<file path="config.mk">
export PLATFORM = sky130hd
export DESIGN_NAME = decimal_text_to_integer_saturating
export DESIGN_NICKNAME = d
export VERILOG_FILES = /design/src/hdl/dtis_pkg.sv /design/src/hdl/decimal_text_to_integer_saturating.sv
export VERILOG_INCLUDE_DIRS = /design/src /design/src/hdl
export SDC_FILE = /design/constraint.sdc
export NUM_CORES = 1
export LEC_CHECK = 0
export BUFFER_PORTS_ARGS = -buffer_cell sky130_fd_sc_hd__buf_2
export CORE_AREA = 2 2 186 188
export CTS_BUF_LIST = sky130_fd_sc_hd__clkbuf_8
export CTS_CLUSTER_SIZE = 16
export DETAILED_ROUTE_END_ITERATION = 16
export DIE_AREA = 0 0 188 190
export PLACE_DENSITY_LB_ADDON = 0.08
export SLEW_MARGIN = 20
export SYNTH_ARGS = -nofsm -noshare
export SYNTH_HDL_FRONTEND = slang
export SYNTH_SLANG_ARGS = --single-unit
</file>
<file path="constraint.sdc">
create_clock -name i_clk -period 4.4 [get_ports i_clk]
set_clock_uncertainty 0.1 [all_clocks]
set_input_delay 0 -clock i_clk [delete_from_list [all_inputs] [get_ports i_clk]]
set_output_delay 0 -clock i_clk [all_outputs]
set_load 0.05 [all_outputs]
</file>
<file path="src/hdl/decimal_text_to_integer_saturating_macros.svh">
// Assertion helpers used by the converter RTL.
`ifndef DECIMAL_TEXT_TO_INTEGER_SATURATING_MACROS_SVH
`define DECIMAL_TEXT_TO_INTEGER_SATURATING_MACROS_SVH

// Overlapping implication, checked outside reset.
`define DTIS_ASSERT_NOW(label, ante, cons, msg) \
    label: assert property (@(posedge i_clk) disable iff (!i_rst_n) (ante) |-> (cons)) \
        else $error(msg);

// Next-cycle implication, checked outside reset.
`define DTIS_ASSERT_NEXT(label, ante, cons, msg) \
    label: assert property (@(posedge i_clk) disable iff (!i_rst_n) (ante) |=> (cons)) \
        else $error(msg);

`endif

</file>
<file path="src/hdl/dtis_pkg.sv">
package dtis_pkg;

    localparam int MAX_TEXT_LEN_DEF = 255;

    typedef struct packed {
        logic [7:0] text_byte;
        logic       is_final;
    } t_in_item;

    typedef struct packed {
        logic [63:0] value_bits;
        logic [1:0]  status;
    } t_out_item;

    typedef enum logic [1:0] {
        ST_OK        = 2'd0,
        ST_INVALID   = 2'd1,
        ST_SATURATED = 2'd2
    } t_status;

    typedef enum logic [1:0] {
        PH_SPACES = 2'd0,
        PH_SIGN   = 2'd1,
        PH_DIGITS = 2'd2
    } t_phase;

    // result kinds; code 3 behaves as unsigned 64
    localparam logic [1:0] KIND_S32 = 2'd0;
    localparam logic [1:0] KIND_S64 = 2'd1;
    localparam logic [1:0] KIND_U64 = 2'd2;
    localparam logic [1:0] KIND_RESET = KIND_S64;

    // register word index
    localparam logic REG_RESULT_KIND = 1'b0;

    localparam logic [7:0] CH_SPACE = 8'h20;
    localparam logic [7:0] CH_PLUS  = 8'h2B;
    localparam logic [7:0] CH_MINUS = 8'h2D;
    localparam logic [7:0] CH_ZERO  = 8'h30;
    localparam logic [7:0] CH_NINE  = 8'h39;

    localparam logic [63:0] LIM_S32 = 64'h0000_0000_7FFF_FFFF;
    localparam logic [63:0] LIM_S64 = 64'h7FFF_FFFF_FFFF_FFFF;
    localparam logic [63:0] LIM_U64 = 64'hFFFF_FFFF_FFFF_FFFF;

    localparam logic [63:0] Q_S32 = LIM_S32 / 64'd10;
    localparam logic [3:0]  R_S32 = 4'(LIM_S32 % 64'd10);
    localparam logic [63:0] Q_S64 = LIM_S64 / 64'd10;
    localparam logic [3:0]  R_S64 = 4'(LIM_S64 % 64'd10);
    localparam logic [63:0] Q_U64 = LIM_U64 / 64'd10;
    localparam logic [3:0]  R_U64 = 4'(LIM_U64 % 64'd10);

    localparam logic [63:0] MIN_S32 = 64'hFFFF_FFFF_8000_0000;
    localparam logic [63:0] MIN_S64 = 64'h8000_0000_0000_0000;

    // end-of-string record handed to the output stage
    typedef struct packed {
        logic [63:0] mag;
        logic        neg;
        logic        inv;
        logic        ovf;
        logic [1:0]  kind;
    } t_done;

endpackage

</file>
<file path="src/hdl/decimal_text_to_integer_saturating.sv">
// Channel   | Valid        | Ready        | Payload               | Moves
// ----------+--------------+--------------+-----------------------+---------------------
// text in   | i_in_valid   | o_in_ready   | i_in_data (t_in_item) | one char per request
// result    | o_out_valid  | i_out_ready  | o_out_data(t_out_item)| one per final char
// config    | psel/penable | pready (=1)  | paddr/pwdata/prdata   | APB write/read
//
// One character accepted per cycle while o_in_ready is high; the final character passes through
// r_in and the end record r_d before o_out_valid rises with r_out, where the result can be taken.
// Three registers lie on that path: input, parse state with end record, output.
// The accumulator update (x10 by shift-and-add plus limit compare) is combinational.
// Synchronous active-low reset clears the parser, valids and result_kind (signed 64).
// A stalled output backs up stage by stage; input stalls only when all stages are full.
`include "decimal_text_to_integer_saturating_macros.svh"

module decimal_text_to_integer_saturating #(
    parameter int MAX_TEXT_LEN = dtis_pkg::MAX_TEXT_LEN_DEF
) (
    input  logic                 i_clk,
    input  logic                 i_rst_n,
    input  logic                 i_in_valid,
    output logic                 o_in_ready,
    input  dtis_pkg::t_in_item   i_in_data,
    output logic                 o_out_valid,
    input  logic                 i_out_ready,
    output dtis_pkg::t_out_item  o_out_data,
    input  logic                 psel,
    input  logic                 penable,
    input  logic                 pwrite,
    input  logic [2:0]           paddr,
    input  logic [31:0]          pwdata,
    output logic [31:0]          prdata,
    output logic                 pready
);

    localparam int CNT_W = $clog2(MAX_TEXT_LEN + 2);
    localparam logic [CNT_W-1:0] CNT_MAX = CNT_W'(MAX_TEXT_LEN);

    logic [1:0] r_kind;

    // stage registers
    logic                r_in_v;
    dtis_pkg::t_in_item  r_in;
    logic                r_d_v;
    dtis_pkg::t_done     r_d;
    logic                r_o_v;
    dtis_pkg::t_out_item r_out;

    // parse state
    logic [63:0]      r_acc, n_acc;
    dtis_pkg::t_phase r_phase, n_phase;
    logic             r_neg, n_neg;
    logic             r_inv, n_inv;
    logic             r_ovf, n_ovf;
    logic [CNT_W-1:0] r_cnt, n_cnt;
    dtis_pkg::t_done  n_d;

    logic s0_ok, s1_ok, s2_ok, adv_in;

    assign s2_ok  = !r_o_v || i_out_ready;
    assign s1_ok  = !r_d_v || s2_ok;
    assign s0_ok  = !r_in_v || s1_ok;
    assign adv_in = r_in_v && s1_ok;

    assign o_in_ready  = s0_ok;
    assign o_out_valid = r_o_v;
    assign o_out_data  = r_out;

    // ---------------- configuration ----------------
    assign pready = 1'b1;
    assign prdata = (paddr[2] == dtis_pkg::REG_RESULT_KIND) ? {30'd0, r_kind} : 32'd0;

    always_ff @(posedge i_clk) begin
        if (!i_rst_n) begin
            r_kind <= dtis_pkg::KIND_RESET;
        end else if (psel && penable && pwrite && pready
                     && paddr[2] == dtis_pkg::REG_RESULT_KIND) begin
            r_kind <= pwdata[1:0];
        end
    end

    // ---------------- parser ----------------
    logic [7:0]  c;
    logic        is_digit, is_sign, take, hit;
    logic [3:0]  dig, lim_r;
    logic [63:0] lim_q, acc_x10;
    logic [CNT_W-1:0] cnt_inc;

    assign c        = r_in.text_byte;
    assign is_digit = (c >= dtis_pkg::CH_ZERO) && (c <= dtis_pkg::CH_NINE);
    assign is_sign  = (c == dtis_pkg::CH_PLUS) || (c == dtis_pkg::CH_MINUS);
    assign dig      = c[3:0];
    assign acc_x10  = {r_acc[60:0], 3'b000} + {r_acc[62:0], 1'b0} + {60'd0, dig};
    assign cnt_inc  = (r_cnt <= CNT_MAX) ? r_cnt + 1'b1 : r_cnt;

    always_comb begin
        case (r_kind)
            dtis_pkg::KIND_S32: begin
                lim_q = dtis_pkg::Q_S32;
                lim_r = dtis_pkg::R_S32;
            end
            dtis_pkg::KIND_S64: begin
                lim_q = dtis_pkg::Q_S64;
                lim_r = dtis_pkg::R_S64;
            end
            default: begin
                lim_q = dtis_pkg::Q_U64;
                lim_r = dtis_pkg::R_U64;
            end
        endcase
    end

    assign hit = (r_acc > lim_q) || ((r_acc == lim_q) && (dig > lim_r));

    always_comb begin
        n_acc   = r_acc;
        n_phase = r_phase;
        n_neg   = r_neg;
        n_inv   = r_inv;
        n_ovf   = r_ovf;
        n_cnt   = r_cnt;
        take    = 1'b0;
        n_d     = '0;
        if (adv_in) begin
            n_cnt = cnt_inc;
            if (cnt_inc > CNT_MAX) begin
                n_inv = 1'b1;
            end
            if (r_phase == dtis_pkg::PH_SPACES) begin
                if (c == dtis_pkg::CH_SPACE) begin
                    n_phase = dtis_pkg::PH_SPACES;
                end else if (is_sign) begin
                    if (r_in.is_final) begin
                        n_inv = 1'b1;
                    end
                    n_neg   = (c == dtis_pkg::CH_MINUS);
                    n_phase = dtis_pkg::PH_SIGN;
                end else if (is_digit) begin
                    take    = 1'b1;
                    n_phase = dtis_pkg::PH_DIGITS;
                end else begin
                    n_inv   = 1'b1;
                    n_phase = dtis_pkg::PH_DIGITS;
                end
            end else begin
                if (is_digit) begin
                    take = 1'b1;
                end else begin
                    n_inv = 1'b1;
                end
                n_phase = dtis_pkg::PH_DIGITS;
            end
            if (take && !r_ovf) begin
                if (hit) begin
                    n_ovf = 1'b1;
                end else begin
                    n_acc = acc_x10;
                end
            end
            if (r_in.is_final) begin
                n_d.mag  = n_acc;
                n_d.neg  = n_neg;
                n_d.inv  = n_inv;
                n_d.ovf  = n_ovf;
                n_d.kind = r_kind;
                n_acc   = '0;
                n_phase = dtis_pkg::PH_SPACES;
                n_neg   = 1'b0;
                n_inv   = 1'b0;
                n_ovf   = 1'b0;
                n_cnt   = '0;
            end
        end
    end

    always_ff @(posedge i_clk) begin
        if (!i_rst_n) begin
            r_in_v  <= 1'b0;
            r_d_v   <= 1'b0;
            r_o_v   <= 1'b0;
            r_acc   <= '0;
            r_phase <= dtis_pkg::PH_SPACES;
            r_neg   <= 1'b0;
            r_inv   <= 1'b0;
            r_ovf   <= 1'b0;
            r_cnt   <= '0;
        end else begin
            if (s0_ok) begin
                r_in_v <= i_in_valid;
            end
            if (s1_ok) begin
                r_d_v <= adv_in && r_in.is_final;
            end
            if (s2_ok) begin
                r_o_v <= r_d_v;
            end
            r_acc   <= n_acc;
            r_phase <= n_phase;
            r_neg   <= n_neg;
            r_inv   <= n_inv;
            r_ovf   <= n_ovf;
            r_cnt   <= n_cnt;
        end
    end

    // ---------------- result formatting ----------------
    dtis_pkg::t_out_item n_out;

    always_comb begin
        if (r_d.inv) begin
            n_out.value_bits = '0;
            n_out.status     = dtis_pkg::ST_INVALID;
        end else if (r_d.ovf) begin
            n_out.status = dtis_pkg::ST_SATURATED;
            if (r_d.kind[1]) begin
                n_out.value_bits = dtis_pkg::LIM_U64;
            end else if (r_d.kind == dtis_pkg::KIND_S32) begin
                n_out.value_bits = r_d.neg ? dtis_pkg::MIN_S32 : dtis_pkg::LIM_S32;
            end else begin
                n_out.value_bits = r_d.neg ? dtis_pkg::MIN_S64 : dtis_pkg::LIM_S64;
            end
        end else begin
            n_out.status     = dtis_pkg::ST_OK;
            n_out.value_bits = (!r_d.kind[1] && r_d.neg) ? (64'd0 - r_d.mag) : r_d.mag;
        end
    end

    always_ff @(posedge i_clk) begin
        if (s0_ok) begin
            r_in <= i_in_data;
        end
        if (s1_ok) begin
            r_d <= n_d;
        end
        if (s2_ok) begin
            r_out <= n_out;
        end
    end

    // ---------------- checks ----------------
    `DTIS_ASSERT_NOW(a_spaces_clean, r_phase == dtis_pkg::PH_SPACES, (r_acc == 64'd0) && !r_neg && !r_ovf, "leading-space phase holds stale digits or sign")
    `DTIS_ASSERT_NEXT(a_final_to_record, adv_in && r_in.is_final, r_d_v, "final character produced no end record")
    `DTIS_ASSERT_NOW(a_invalid_zero, o_out_valid && o_out_data.status == dtis_pkg::ST_INVALID, o_out_data.value_bits == 64'd0, "invalid result with nonzero value")
    `DTIS_ASSERT_NOW(a_cnt_bound, 1'b1, r_cnt <= CNT_MAX + 1'b1, "length count ran past its limit")

endmodule
</file>
==> flow_summary_export.csv <==
group,metric,value,unit
pwr,p_sw,0.001075,W
clock_tree,insertion_delay,0.54,ns
synthesis,ys_seq_area_frac,0.3730,
cells_and_area,fillers,3178,
hold_path,hp-class,"input port to register",
route,vias,13110,
grt,grt_pass1_wl,67380,microns
synthesis,synth_area,16050,sq um
synthesis,yosysWarningCount,0,
pwr,power_density,242.7,nW/um^2
sta,tightest_slew,0.9352,ns
synthesis,synth-compound-area-share,0.1918,
grt,grt_antenna_before_repair,0,
placed_design,hpwl,32270,microns
cells_and_area,area_growth,12.55,%
cells_and_area,regArea,5986,sq um
pwr,pwr-share-comb,0.059,
synthesis,synthMuxAreaShare,0.03563,
placed_design,placed_area,17100,sq um
synthesis,ys_seq_elements,227,
pwr,ir_drop,0.1557,mV
floorplan,num_rows,68,
synthesis,synth_flop_cell,"edfxtp_1",
floorplan,die_w,188,microns
grt,overflow,0,
synthesis,yosys.area_share.simple,0.1701,
sta,hold_violations,0,
floorplan,dieArea,35720,sq um
synthesis,synth_edf_count,144,
critical_path,crit_type,"register to register",
grt,grt_max_degree,73,
floorplan,initial_core_util,0.4727,
synthesis,synth-xor-area-share,0.05567,
critical_path,crit_fanout,5,
critical_path,rr_startpoint,"c[3]",
synthesis,yosysUniqueCellTypes,79,
critical_path,arrival,4.51,ns
clock_tree,cts_num_sinks,227,
sta,min_period,4.229,ns
cells_and_area,drive_gt1_frac,0.1308,
critical_path,crit_start,"c[3]",
critical_path,worstPathRequired,4.68,ns
clock_tree,cts_root_buf,"clkbuf_8",
clock_tree,max-clock-path-buffers,3,
synthesis,synth_top_area_cell,"edfxtp_1",
clock_tree,cts-htree-levels,2,
route,final_antenna_net_count,0,
critical_path,cp-start-kind,"register",
sta,maxSlewHeadroom,0.3765,
sta,fin_crit_sh,0.9612,
pwr,power_frac_seq,0.519,
cells_and_area,finalInstanceArea,18060,sq um
pwr,clkPwrFrac,0.422,
placed_design,port_buffers,88,
sta,setup_viol,0,
sta,fin_hold_ws,0.06413,ns
route,route.detailed.drc,0,
sta,fin_ws,0.1708,ns
floorplan,ios,152,
grt,track_usage,0.2342,
outcome,status,"finished clean",
floorplan,die_h,190,microns
route,initialDrtViolationCount,745,
cells_and_area,nNetsFinal,2063,
clock_tree,cts_tree,"yes",
route,wl_per_cell,18.15,microns
synthesis,synth_top_area_share,0.2695,
synthesis,synthCells,1725,
cells_and_area,multi_input_area,9539,sq um
synthesis,async_flop_share,0,
sta,timing.final.max_slew_violations,0,
sta,finalSetupTns,0,ns
synthesis,synth_area_leaders,"edfxtp_1 27%, ha_1 13%, dfxtp_1 10%, nor2_1 4.3%, mux2i_1 3.5%",
cells_and_area,n_antenna_cell,0,
route,dr.pass1.iters,5,
route,routed_wl,42250,microns
critical_path,reg2reg_depth,17,
synthesis,synth_top_family_by_area,"compound AO/OA/AOI/OAI gates",
hold_path,holdPathStages,2,
pwr,p_int,0.003309,W
route,avgViaCountPerCell,5.632,
placed_design,place_ws,-0.08122,ns
pwr,p_total,0.004384,W
pwr,p_leak,8.123,nW
critical_path,cp-end-kind,"register",
hold_path,hold_start,"i_in_data[8]",
clock_tree,path_clk_slew,0.07,ns
floorplan,core_area,33950,sq um
synthesis,avgSynthCellArea,9.303,sq um
run,cap_violations,0,
pwr,switching_share,0.2452,
placed_design,place_congestion,0.8930,
clock_tree,cts_buffers,37,
grt,first_global_vias,12210,
synthesis,synthAdderAreaFrac,0.1304,
sta,fmax,236.5,MHz
-- cells by family (layout without fill, tap and decap cells) --
kind of cell / count (synthesis) / in the layout
other: 2 / 31
DFF: 227 / 227
and+or+nand+nor: 547 / 547
adders and majority gates: 166 / 166
buffers and inverters: 147 / 266
muxes: 57 / 57
xor gates and xnor gates: 102 / 102
AOI/OAI and AO/OA: 477 / 477
-- power by group through the flow --
| stage | Sequential (W) | Clock [W] | Combinational (W) |
|---|---|---|---|
| after global placement | 0.00232 | 0 | 0.000247 |
| after floorplan | 0.00236 | 0 | 0.000176 |
| after detailed placement | 0.00232 | 0 | 0.000249 |
| final | 0.00227 | 0.00185 | 0.000259 |
| after CTS | 0.00227 | 0.00190 | 0.000259 |
| after global routing | 0.00227 | 0.00198 | 0.000277 |
-- layer usage --
layer | part of all wire | routed length, microns | up-vias | GRT usage
li1 | - | - | 6618 | -
met1 | 0.53 | 22270 | 6147 | 0.3677
met2 | 0.41 | 17350 | 297 | 0.3402
met3 | 0.042 | 1793 | 49 | 0.02546
met4 | 0.020 | 829 | 0 | 0.05724
met5 | 0 | 0 | - | 0
-- synthesized netlist by cell type (30+ instances only) --
| master | number |
|---|---|
| a22oi_1 | 45 |
| a21o_1 | 35 |
| dfxtp_1 | 83 |
| a21oi_1 | 106 |
| xnor2_1 | 55 |
| ha_1 | 164 |
| nand2_1 | 102 |
| clkbuf_1 | 68 |
| inv_1 | 33 |
| nor3_1 | 30 |
| nor2b_1 | 58 |
| buf_4 | 31 |
| o21ai_0 | 110 |
| a31oi_1 | 31 |
| nor2_1 | 185 |
| edfxtp_1 | 144 |
| xor2_1 | 47 |
| nand4_1 | 36 |
| nand3_1 | 32 |
| mux2i_1 | 56 |
-- sequential cells by signal, summed over array words and instances, names as in the netlist --
name / count
r_acc: 64
r_d_v: 1
r_in_v: 1
o_out_valid: 1
r_inv: 1
r_kind: 2
r_cnt: 9
r_in: 1
o_out_data: 66
r_phase: 2
r_d: 69
r_neg: 1
c: 8
r_ovf: 1
-- metrics by stage --
step	cells	util
after floorplan	1754	-
after global placement	2243	0.5037
after detailed placement	2243	0.5037
after CTS	2325	0.5301
after global routing	2328	0.5321
final	2328	0.5321
-- layout by cell type (no fill, tap or decap), types with 36 or more instances in the layout --
| master | n |
|---|---|
| edfxtp_1 | 144 |
| buf_2 | 88 |
| o21ai_0 | 107 |
| xnor2_1 | 55 |
| nor2b_1 | 57 |
| nor2_1 | 184 |
| nand2_1 | 99 |
| mux2i_1 | 55 |
| a21oi_1 | 105 |
| inv_1 | 39 |
| nand4_1 | 36 |
| a22oi_1 | 45 |
| buf_4 | 60 |
| clkbuf_8 | 41 |
| dfxtp_1 | 83 |
| xor2_1 | 47 |
| ha_1 | 164 |
-- final timing paths --
kind / end / slack [ns]
min: c[7] / 0.06
max reg2reg: r_d[62] / 0.17
min reg2reg: r_phase[0] / 0.38
max: r_d[62] / 0.17
-- critical path: stages (launching register included) --
cell       delay [ns]
edfxtp_1         0.35
inv_1            0.08
fa_1             0.53
inv_1            0.06
ha_1             0.31
a211oi_2         0.10
o21ai_2          0.21
nand2b_1         0.10
o221ai_1         0.22
buf_4            0.19
a2111oi_2        0.06
buf_4            0.17
nor3_2           0.21
a311o_1          0.35
a21oi_1          0.15
buf_4            0.17
or4b_2           0.60
o211ai_1         0.10
-- final cells by class --
type	count	area share
tap	455	0.03152
timing repair buffer	167	0.06151
multi-input combinational	1380	0.5281
sequential	227	0.3314
clock buffer	41	0.03124
inverter	33	0.006858
clock inverter	25	0.009352
-- timing repair --
action / in CTS / in global routing
setup buffers: 0 / 3
resized for setup: 2 / 11
hold endpoints to repair: 13 / 0
pin swaps: 0 / 4
hold buffers: 16 / 0
setup endpoints to repair: 3 / 125
No activity file was read; power rests on OpenSTA's default activity.
